## config.mk

```make
export PLATFORM = sky130hd
export DESIGN_NAME = ole_seq
export DESIGN_NICKNAME = d
export VERILOG_FILES = /design/src/sv/ole_pkg.sv /design/src/sv/ole_seq.sv
export SDC_FILE = /design/constraint.sdc
export NUM_CORES = 1
export LEC_CHECK = 0
export ABC_AREA = 1
export BUFFER_PORTS_ARGS = -buffer_cell sky130_fd_sc_hd__clkbuf_2
export CAP_MARGIN = 20
export CORE_ASPECT_RATIO = 1.1
export CORE_UTILIZATION = 56
export CTS_CLUSTER_DIAMETER = 100
export DETAILED_ROUTE_END_ITERATION = 8
export PLACE_DENSITY = 0.81
export SLEW_MARGIN = 20
export SYNTH_ARGS = -nofsm -noshare
export SYNTH_HDL_FRONTEND = slang
export SYNTH_SLANG_ARGS = --single-unit
```

## constraint.sdc

```tcl
create_clock -name clk_i -period 6.5 [get_ports clk_i]
set_input_delay 0 -clock clk_i [delete_from_list [all_inputs] [get_ports clk_i]]
set_output_delay 0 -clock clk_i [all_outputs]
set_load 0.05 [all_outputs]
```

## src/sv/ole_pkg.sv

```systemverilog
`default_nettype none

package ole_pkg;

  // Default list capacity in 64-bit words.
  localparam int DEPTH_DEF = 256;

  // Fixed field widths of the stream payloads.
  localparam int OP_W    = 4;
  localparam int WORD_W  = 64;
  localparam int FIELD_W = 9;

  // Packed payload widths, padded up to whole bytes.
  localparam int IN_BITS      = OP_W + WORD_W + FIELD_W;
  localparam int OUT_BITS     = 1 + WORD_W + 2 * FIELD_W;
  localparam int IN_TDATA_W   = ((IN_BITS + 7) / 8) * 8;
  localparam int OUT_TDATA_W  = ((OUT_BITS + 7) / 8) * 8;

  typedef enum logic [OP_W-1:0] {
    OP_APPEND  = 4'd0,
    OP_INSERT  = 4'd1,
    OP_GET     = 4'd2,
    OP_DELETE  = 4'd3,
    OP_CLEAR   = 4'd4,
    OP_START   = 4'd5,
    OP_NEXT    = 4'd6,
    OP_SAVE    = 4'd7,
    OP_RESTORE = 4'd8
  } op_e;

endpackage

`default_nettype wire

```

## src/sv/ole_seq.sv

```systemverilog
`default_nettype none

module ole_seq #(
  parameter int DEPTH = ole_pkg::DEPTH_DEF,
  localparam int AW = (DEPTH > 1) ? $clog2(DEPTH) : 1
) (
  input  wire logic                        clk_i,
  input  wire logic                        rst_ni,
  // Command side
  input  wire logic                        in_valid_i,
  output logic                             in_ready_o,
  input  wire logic [ole_pkg::OP_W-1:0]    in_opcode_i,
  input  wire logic [ole_pkg::WORD_W-1:0]  in_value_i,
  input  wire logic [ole_pkg::FIELD_W-1:0] in_index_i,
  // Result side
  output logic                             out_valid_o,
  input  wire logic                        out_ready_i,
  output logic                             out_ok_o,
  output logic      [ole_pkg::WORD_W-1:0]  out_item_o,
  output logic      [ole_pkg::FIELD_W-1:0] out_saved_o,
  output logic      [ole_pkg::FIELD_W-1:0] out_count_o,
  // Memory port
  output logic                             mem_we_o,
  output logic      [AW-1:0]               mem_waddr_o,
  output logic      [ole_pkg::WORD_W-1:0]  mem_wdata_o,
  output logic      [AW-1:0]               mem_raddr_o,
  input  wire logic [ole_pkg::WORD_W-1:0]  mem_rdata_i
);
  import ole_pkg::*;

  localparam int CW = $clog2(DEPTH + 1);
  localparam int XW = (CW > FIELD_W) ? CW : FIELD_W;
  localparam int PW = XW + 1;
  localparam logic [CW-1:0] DEPTH_C = CW'(DEPTH);
  localparam logic [PW-1:0] DEPTH_P = PW'(DEPTH);

  typedef enum logic [3:0] {
    ST_IDLE,
    ST_EXEC,
    ST_SHIFT_UP,
    ST_INS_WR,
    ST_SEARCH,
    ST_DEL_START,
    ST_SHIFT_DN,
    ST_RD_WAIT,
    ST_DONE
  } state_e;

  state_e              state_q, state_d;
  op_e                 op_q, op_d;
  logic [WORD_W-1:0]   value_q, value_d;
  logic [FIELD_W-1:0]  idx_q, idx_d;
  logic [CW-1:0]       cnt_q, cnt_d;
  logic [CW-1:0]       cur_q, cur_d;
  logic [AW-1:0]       ptr_q, ptr_d;
  logic                res_ok_q, res_ok_d;
  logic [WORD_W-1:0]   res_item_q, res_item_d;
  logic [FIELD_W-1:0]  res_saved_q, res_saved_d;
  logic                out_valid_q, out_valid_d;
  logic                out_ok_q, out_ok_d;
  logic [WORD_W-1:0]   out_item_q, out_item_d;
  logic [FIELD_W-1:0]  out_saved_q, out_saved_d;
  logic [FIELD_W-1:0]  out_count_q, out_count_d;

  // Shared pointer unit: the index, cursor and pointer comparisons and steps run on these widened values.
  logic [PW-1:0] idx_p, cnt_p, cur_p, ptr_p;
  logic [PW-1:0] cur_nxt_p, cur_rst_p;

  assign idx_p     = PW'(idx_q);
  assign cnt_p     = PW'(cnt_q);
  assign cur_p     = PW'(cur_q);
  assign ptr_p     = PW'(ptr_q);
  assign cur_nxt_p = (cur_p < DEPTH_P) ? cur_p + PW'(1) : cur_p;
  assign cur_rst_p = (idx_p > DEPTH_P) ? DEPTH_P : idx_p;

  always_comb begin
    state_d     = state_q;
    op_d        = op_q;
    value_d     = value_q;
    idx_d       = idx_q;
    cnt_d       = cnt_q;
    cur_d       = cur_q;
    ptr_d       = ptr_q;
    res_ok_d    = res_ok_q;
    res_item_d  = res_item_q;
    res_saved_d = res_saved_q;
    out_valid_d = out_valid_q && !out_ready_i;
    out_ok_d    = out_ok_q;
    out_item_d  = out_item_q;
    out_saved_d = out_saved_q;
    out_count_d = out_count_q;
    mem_we_o    = 1'b0;
    mem_waddr_o = AW'(ptr_q);
    mem_wdata_o = mem_rdata_i;
    mem_raddr_o = '0;

    unique case (state_q)
      ST_IDLE: begin
        if (in_valid_i) begin
          op_d        = op_e'(in_opcode_i);
          value_d     = in_value_i;
          idx_d       = in_index_i;
          res_ok_d    = 1'b0;
          res_item_d  = '0;
          res_saved_d = '0;
          state_d     = ST_EXEC;
        end
      end

      ST_EXEC: begin
        state_d = ST_DONE;
        unique case (op_q)
          OP_APPEND: begin
            if (cnt_q < DEPTH_C) begin
              mem_we_o    = 1'b1;
              mem_waddr_o = AW'(cnt_q);
              mem_wdata_o = value_q;
              cnt_d       = cnt_q + CW'(1);
              res_ok_d    = 1'b1;
            end
          end
          OP_INSERT: begin
            if (idx_p <= cnt_p && cnt_q < DEPTH_C) begin
              if (idx_p == cnt_p) begin
                mem_we_o    = 1'b1;
                mem_waddr_o = AW'(idx_q);
                mem_wdata_o = value_q;
                cnt_d       = cnt_q + CW'(1);
                res_ok_d    = 1'b1;
              end else begin
                mem_raddr_o = AW'(cnt_p - PW'(1));
                ptr_d       = AW'(cnt_q);
                state_d     = ST_SHIFT_UP;
              end
            end
          end
          OP_GET: begin
            if (idx_p < cnt_p) begin
              mem_raddr_o = AW'(idx_q);
              res_ok_d    = 1'b1;
              state_d     = ST_RD_WAIT;
            end
          end
          OP_DELETE: begin
            if (cnt_q != '0 && idx_p < cnt_p) begin
              if (value_q != '0) begin
                mem_raddr_o = '0;
                ptr_d       = '0;
                state_d     = ST_SEARCH;
              end else begin
                ptr_d   = AW'(idx_q);
                state_d = ST_DEL_START;
              end
            end
          end
          OP_CLEAR: begin
            cnt_d    = '0;
            res_ok_d = 1'b1;
          end
          OP_START, OP_SAVE: begin
            if (op_q == OP_SAVE) begin
              res_saved_d = FIELD_W'(cur_q);
            end
            if (cnt_q != '0) begin
              cur_d       = '0;
              mem_raddr_o = '0;
              res_ok_d    = 1'b1;
              state_d     = ST_RD_WAIT;
            end
          end
          OP_NEXT: begin
            cur_d = CW'(cur_nxt_p);
            if (cur_nxt_p < cnt_p) begin
              mem_raddr_o = AW'(cur_nxt_p);
              res_ok_d    = 1'b1;
              state_d     = ST_RD_WAIT;
            end
          end
          OP_RESTORE: begin
            cur_d = CW'(cur_rst_p);
            if (cur_rst_p < cnt_p) begin
              mem_raddr_o = AW'(cur_rst_p);
              res_ok_d    = 1'b1;
              state_d     = ST_RD_WAIT;
            end
          end
          default: begin
          end
        endcase
      end

      // Moves the entry fetched last cycle up by one, fetching the next lower one.
      ST_SHIFT_UP: begin
        mem_we_o    = 1'b1;
        mem_waddr_o = ptr_q;
        mem_wdata_o = mem_rdata_i;
        if (ptr_p > idx_p + PW'(1)) begin
          mem_raddr_o = AW'(ptr_p - PW'(2));
          ptr_d       = AW'(ptr_p - PW'(1));
        end else begin
          state_d = ST_INS_WR;
        end
      end

      ST_INS_WR: begin
        mem_we_o    = 1'b1;
        mem_waddr_o = AW'(idx_q);
        mem_wdata_o = value_q;
        cnt_d       = cnt_q + CW'(1);
        res_ok_d    = 1'b1;
        state_d     = ST_DONE;
      end

      // The read data belongs to the entry at ptr_q.
      ST_SEARCH: begin
        if (mem_rdata_i == value_q) begin
          state_d = ST_DEL_START;
        end else if (ptr_p + PW'(1) < cnt_p) begin
          mem_raddr_o = AW'(ptr_p + PW'(1));
          ptr_d       = AW'(ptr_p + PW'(1));
        end else begin
          state_d = ST_DONE;
        end
      end

      ST_DEL_START: begin
        if (ptr_p + PW'(1) == cnt_p) begin
          cnt_d    = cnt_q - CW'(1);
          res_ok_d = 1'b1;
          state_d  = ST_DONE;
        end else begin
          mem_raddr_o = AW'(ptr_p + PW'(1));
          state_d     = ST_SHIFT_DN;
        end
      end

      ST_SHIFT_DN: begin
        mem_we_o    = 1'b1;
        mem_waddr_o = ptr_q;
        mem_wdata_o = mem_rdata_i;
        if (ptr_p + PW'(2) < cnt_p) begin
          mem_raddr_o = AW'(ptr_p + PW'(2));
          ptr_d       = AW'(ptr_p + PW'(1));
        end else begin
          cnt_d    = cnt_q - CW'(1);
          res_ok_d = 1'b1;
          state_d  = ST_DONE;
        end
      end

      ST_RD_WAIT: begin
        res_item_d = mem_rdata_i;
        state_d    = ST_DONE;
      end

      // Waits for the output register to be free, then hands the result over.
      ST_DONE: begin
        if (!out_valid_q || out_ready_i) begin
          out_valid_d = 1'b1;
          out_ok_d    = res_ok_q;
          out_item_d  = res_item_q;
          out_saved_d = res_saved_q;
          out_count_d = FIELD_W'(cnt_q);
          state_d     = ST_IDLE;
        end
      end

      default: begin
        state_d = ST_IDLE;
      end
    endcase
  end

  always_ff @(posedge clk_i or negedge rst_ni) begin
    if (!rst_ni) begin
      state_q     <= ST_IDLE;
      cnt_q       <= '0;
      cur_q       <= '0;
      out_valid_q <= 1'b0;
    end else begin
      state_q     <= state_d;
      cnt_q       <= cnt_d;
      cur_q       <= cur_d;
      out_valid_q <= out_valid_d;
    end
  end

  always_ff @(posedge clk_i) begin
    op_q        <= op_d;
    value_q     <= value_d;
    idx_q       <= idx_d;
    ptr_q       <= ptr_d;
    res_ok_q    <= res_ok_d;
    res_item_q  <= res_item_d;
    res_saved_q <= res_saved_d;
    out_ok_q    <= out_ok_d;
    out_item_q  <= out_item_d;
    out_saved_q <= out_saved_d;
    out_count_q <= out_count_d;
  end

  assign in_ready_o  = (state_q == ST_IDLE);
  assign out_valid_o = out_valid_q;
  assign out_ok_o    = out_ok_q;
  assign out_item_o  = out_item_q;
  assign out_saved_o = out_saved_q;
  assign out_count_o = out_count_q;

endmodule

`default_nettype wire

```

Word level (Yosys, flattened, before mapping)
Cells that the tools add are included.

word-level totals
  word-level logic and storage cells = 191
  register bits after elaboration = 265

operators by class
  equal/unequal tests = 44
  order comparisons = 10
  add/subtract/negate cells = 9
  mux-type cells = 85
  reductions and logical operators = 28

operators by type and width
  cell                                            number
  case mux 64 bit (2 select lines)                3
  two-way mux 64 bit                              4
  two-way mux 8 bit                               21
  two-way mux 9 bit                               10
  == test 64 bit                                  1
  case mux 8 bit (4 select lines)                 2
  nonzero test 64 bit                             1
  two-way mux 4 bit                               14
  case mux 9 bit (3 select lines)                 2
  case mux 8 bit (2 select lines)                 3
  case mux 8 bit (5 select lines)                 1
  < comparator 9 bit                              4
  case mux 9 bit (4 select lines)                 1
  == test 4 x 3 -> 1 bit (second input constant)  8
  case mux 4 bit (8 select lines)                 1
  inequality test 3 bit (second input constant)   10
  case mux 4 bit (6 select lines)                 1
  inequality test 2 bit (second input constant)   11
  adder 9 x 1 -> 10 bit (second input constant)   2
  == test 9 bit                                   2
  < comparator 9 bit (second input constant)      2
  case mux 9 bit (2 select lines)                 1
  == test 4 x 2 -> 1 bit (second input constant)  4
  two-way mux 1 bit                               16
  38 further kinds                                51

Logic depth before layout (Yosys ltp)
  depth after elaboration = 6
  gate-level depth with buffers = 20
  gate-level depth less buffers = 20

Worst setup path before layout
No wires, ideal clock.

  path type = register to register
  from = register state_q[0]
  to = register out_count_q[0] (netlist: out_count_o[0]) (enable)
  library setup time = 0.552 ns
  setup slack = 1.240 ns
  arrival time = 4.708 ns
  path buffers = 0
  required time = 5.948 ns
  stages on the path, launching flop included = 4
  cells stage by stage = dfrtp_1 > nor2_1 > nand3_1 > a21oi_1

between the ends
  word-level cells in the longest chain between the ends = 2

RTL lines
  what                           RTL line        source
  start, declared                ole_seq.sv:49   state_e state_q, state_d;
  start signal, assigned         ole_seq.sv:281  state_q <= state_d;
  == test 4 bit                  ole_seq.sv:97   unique case (state_q)
  AND reduction 2 bit (no line)  n/a
  end signal, assigned           ole_seq.sv:299  out_count_q <= out_count_d;
  end, declared                  ole_seq.sv:63   logic [FIELD_W-1:0] out_count_q, out_count_d;

Every way passes these cells.
A chain may end at the register's enable or synchronous reset.

Final worst setup path
  from = register cnt_q[3]
  to = output mem_wdata_o[63] in the netlist's numbering

between the ends
  word-level cells in the longest chain between the ends = 5
  elaborated cells between the ends (all ways) = 9
  classes of those cells = order compare (2); eq/ne (1); mux (5); reduce/logical (1)

RTL lines
  what                                                            RTL line                        source
  start, declared                                                 ole_seq.sv:53                   logic [CW-1:0] cnt_q, cnt_d;
  start signal, assigned                                          ole_seq.sv:282                  cnt_q <= cnt_d;
  <= comparator 9 bit, or another cell as far along               ole_seq.sv:123                  if (idx_p <= cnt_p && cnt_q < DEPTH_C) begin
  logical AND 1 bit / two-way mux 64 bit (equally long branches)  ole_seq.sv:123, ole_seq.sv:124
  two-way mux 64 bit                                              ole_seq.sv:123
  case mux 64 bit (2 select lines) (*)                            ole_seq.sv:112                  unique case (op_q)
  case mux 64 bit (2 select lines) (*)                            ole_seq.sv:97
  end, declared                                                   ole_seq.sv:25                   output logic [ole_pkg::WORD_W-1:0] mem_wdata_o,

Mark *: on every way between the ends. The rest lies on a longest branch, timed or not.

==> impl_metrics.toml <==
[status]
status = "finished clean"

[placed_design]
hpwl_um = 37100
dp_slack_ns = 2.75
gp_congestion = 1.04
portBuffers = 310

[timing]
rsz0062_at_grt = "false"
finalSetupTns_ns = 0
period_share = 0.674
clock_skew_ns = 0.0172
period_minus_slack_ns = 4.38
max_freq_mhz = 228
hold_viol_final = 0
timing_worst_slew_pin_value_ns = 1.03
setup_viol_count_final = 0
maxSlewViolCount = 0
setup_ws_ns = 2.12
slew_headroom = 0.309

[clock_tree]
cts.sinks = 265
insertion_delay_ns = 0.55
cts.clk_slew.worst_paths_ns = 0.06
cts_root_buf = "clkbuf_16"
cts_buffers = 27
cts_tree = "done"
cts.path.max_buffers = 3
htreeDepth = 1

[worst_setup_path]
crit_arrival_ns = 4.38
cp-start-kind = "flop"
end_kind = "output pin"
criticalPathCategory = "reg -> out"
crit_required_ns = 6.50
path_max_fanout = 80

[synthesis]
synth_seq_area_share = 0.521
syn_area_um2 = 15000
syn_inst = 1735
yosys_warnings = 0
synth_cell_types = 47
avgSynthCellArea_um2 = 8.67
synth-main-ff-cell = "edfxtp_1"
yosys_register_bits = 265
synth_fp_nets = 1940
synth_edf_count = 242
async_reset_ff_frac = 0.0868

[global_routing]
grt_max_degree = 81
overflow = 0
grt_use_total = 0.391
antenna_found_initial = 3
grt_pass1_wl_um = 80000
grt_pass1_vias = 14362

[cells_and_area]
layout-drive-gt1-share = 0.198
fill_cells = 1826
nets = 2390
areaGrowthSynthToFinish_pct = 27.4

[power_and_ir_drop]
p_total_uw = 7650
max-vdd-ir-drop_mv = 0.364
cellLeakagePower_uw = 0.00910
pwr_density_cell_nw_per_um2 = 399

[routing]
vias_per_cell = 5.73
wirelength_um = 54500
vias = 14675
first_iter_violations = 1870
postRouteAntennaNets = 0
dr.pass1.iters = 6
routedWlPerCell_um = 21.3
drc = 0

[worst_hold_path]
min_path_type = "in -> async"

[floorplan]
ioPinCount = 311
dieArea_um2 = 27500
start_util = 0.574
core_um2 = 26200
dieWidth_um = 158
die_h_um = 174
placementRows = 62

[flow_run]
drv_cap = 0
## cell usage after synthesis (all sizes together) (17+ instances only)
cell	number	share of area
a21oi	60	0.020
o21ai	136	0.057
ha	60	0.050
nand4	42	0.017
nand2	494	0.12
clkbuf	17	0.0043
inv	255	0.064
nor2	212	0.054
xor2	32	0.019
nand3	72	0.026
buf	26	0.015
dfrtp	23	0.038
edfxtp	242	0.48
## report_power, final
part           switching [uW]  internal, uW
Clock                     659           873
Sequential                276          2410
Combinational            2610           825
## path summary, 6_finish.rpt
kind,start,to,slack [ns],depth (start not counted)
max in group asynchronous,rst_ni,cnt_q[5]$_DFFE_PN0P_,5.99,2
hold reg to reg,res_item_q[34]$_SDFFCE_PN0P_,out_item_o[34]$_DFFE_PP_,0.42,0
min in group clk_i,in_index_i[3],idx_q[3]$_DFFE_PP_,0.16,2
hold / removal,rst_ni,cur_q[0]$_DFFE_PN0P_,0.04,2
setup / recovery,cnt_q[3]$_DFFE_PN0P_,mem_wdata_o[63],2.12,13
setup reg to reg,ptr_q[2]$_DFFE_PP_,ptr_q[4]$_DFFE_PP_,2.71,15
## cell type report
type                    count  area (um2)  share of cell area
clock inverters             8        88.8             0.00463
well taps                 352         440              0.0230
clock buffers              42         782              0.0408
inverters                 257         966              0.0504
multi-input cells        1170        5980               0.312
flip-flops and latches    265        7840               0.409
repair buffers            464        3070               0.160
diodes                      2        5.00            0.000261
## per-layer routing
layer  up-vias  GRT usage  share of wire
li1       6619          -              -
met1      6761      0.454           0.35
met2      1010      0.665           0.48
met3       283     0.0803           0.11
met4         2      0.225          0.066
met5         -    0.00549        0.00029
## per-stage QoR
| step | utilization | instances | hold slack [ns] | cell area (um2) |
|---|---|---|---|---|
| 6_report | 0.731 | 2560 | 0.0406 | 19200 |
| 3_3_place_gp | 0.643 | 2364 | 0.0691 | 16900 |
| 3_5_place_dp | 0.643 | 2364 | 0.0687 | 16900 |
| 4_1_cts | 0.731 | 2558 | 0.0503 | 19200 |
| 5_1_grt | 0.731 | 2560 | 0.0743 | 19200 |
| 2_1_floorplan | - | 1735 | -0.296 | 15000 |
## logic make-up after synthesis
kind of cell,synth area share
and+or+nand+nor,0.232
buffers and inverters,0.0834
DFF,0.521
AOI/OAI and AO/OA,0.0937
adders and majority gates,0.0499
xor gates and xnor gates,0.0198
## what timing repair did
action                    CTS  global route
hold endpoints to repair  177             0
hold buffers              144             0
resized for setup           0             0
buffers inserted            0             0
## cells in the final DEF, fill, tap and decap left out, types with 10 or more instances in the layout
master,count
clkbuf_1,10
edfxtp_1,242
buf_4,10
inv_1,246
dfrtp_1,23
xor2_1,32
nand4_1,42
a21oi_1,59
ha_1,60
nor3_1,13
dlygate4sd3_1,144
o211ai_1,10
nor2_1,204
clkbuf_16,27
o21ai_0,53
o21ai_1,36
nand2_1,491
clkbuf_2,310
o21ai_2,46
nand3_1,67
## worst max-delay path, cell delays in order (launching register included)
cell	delay (ns)
dfrtp_1	0.42
clkinv_1	0.48
ha_1	0.52
nand2_1	0.08
inv_1	0.04
nand2_1	0.10
nor3b_2	0.06
nand3_2	0.14
o21ai_2	0.12
o21ai_4	0.20
buf_4	0.76
nand2_1	0.14
o21ai_1	0.32
clkbuf_2	0.37
Note: power is estimated with default switching activity, not from simulation.
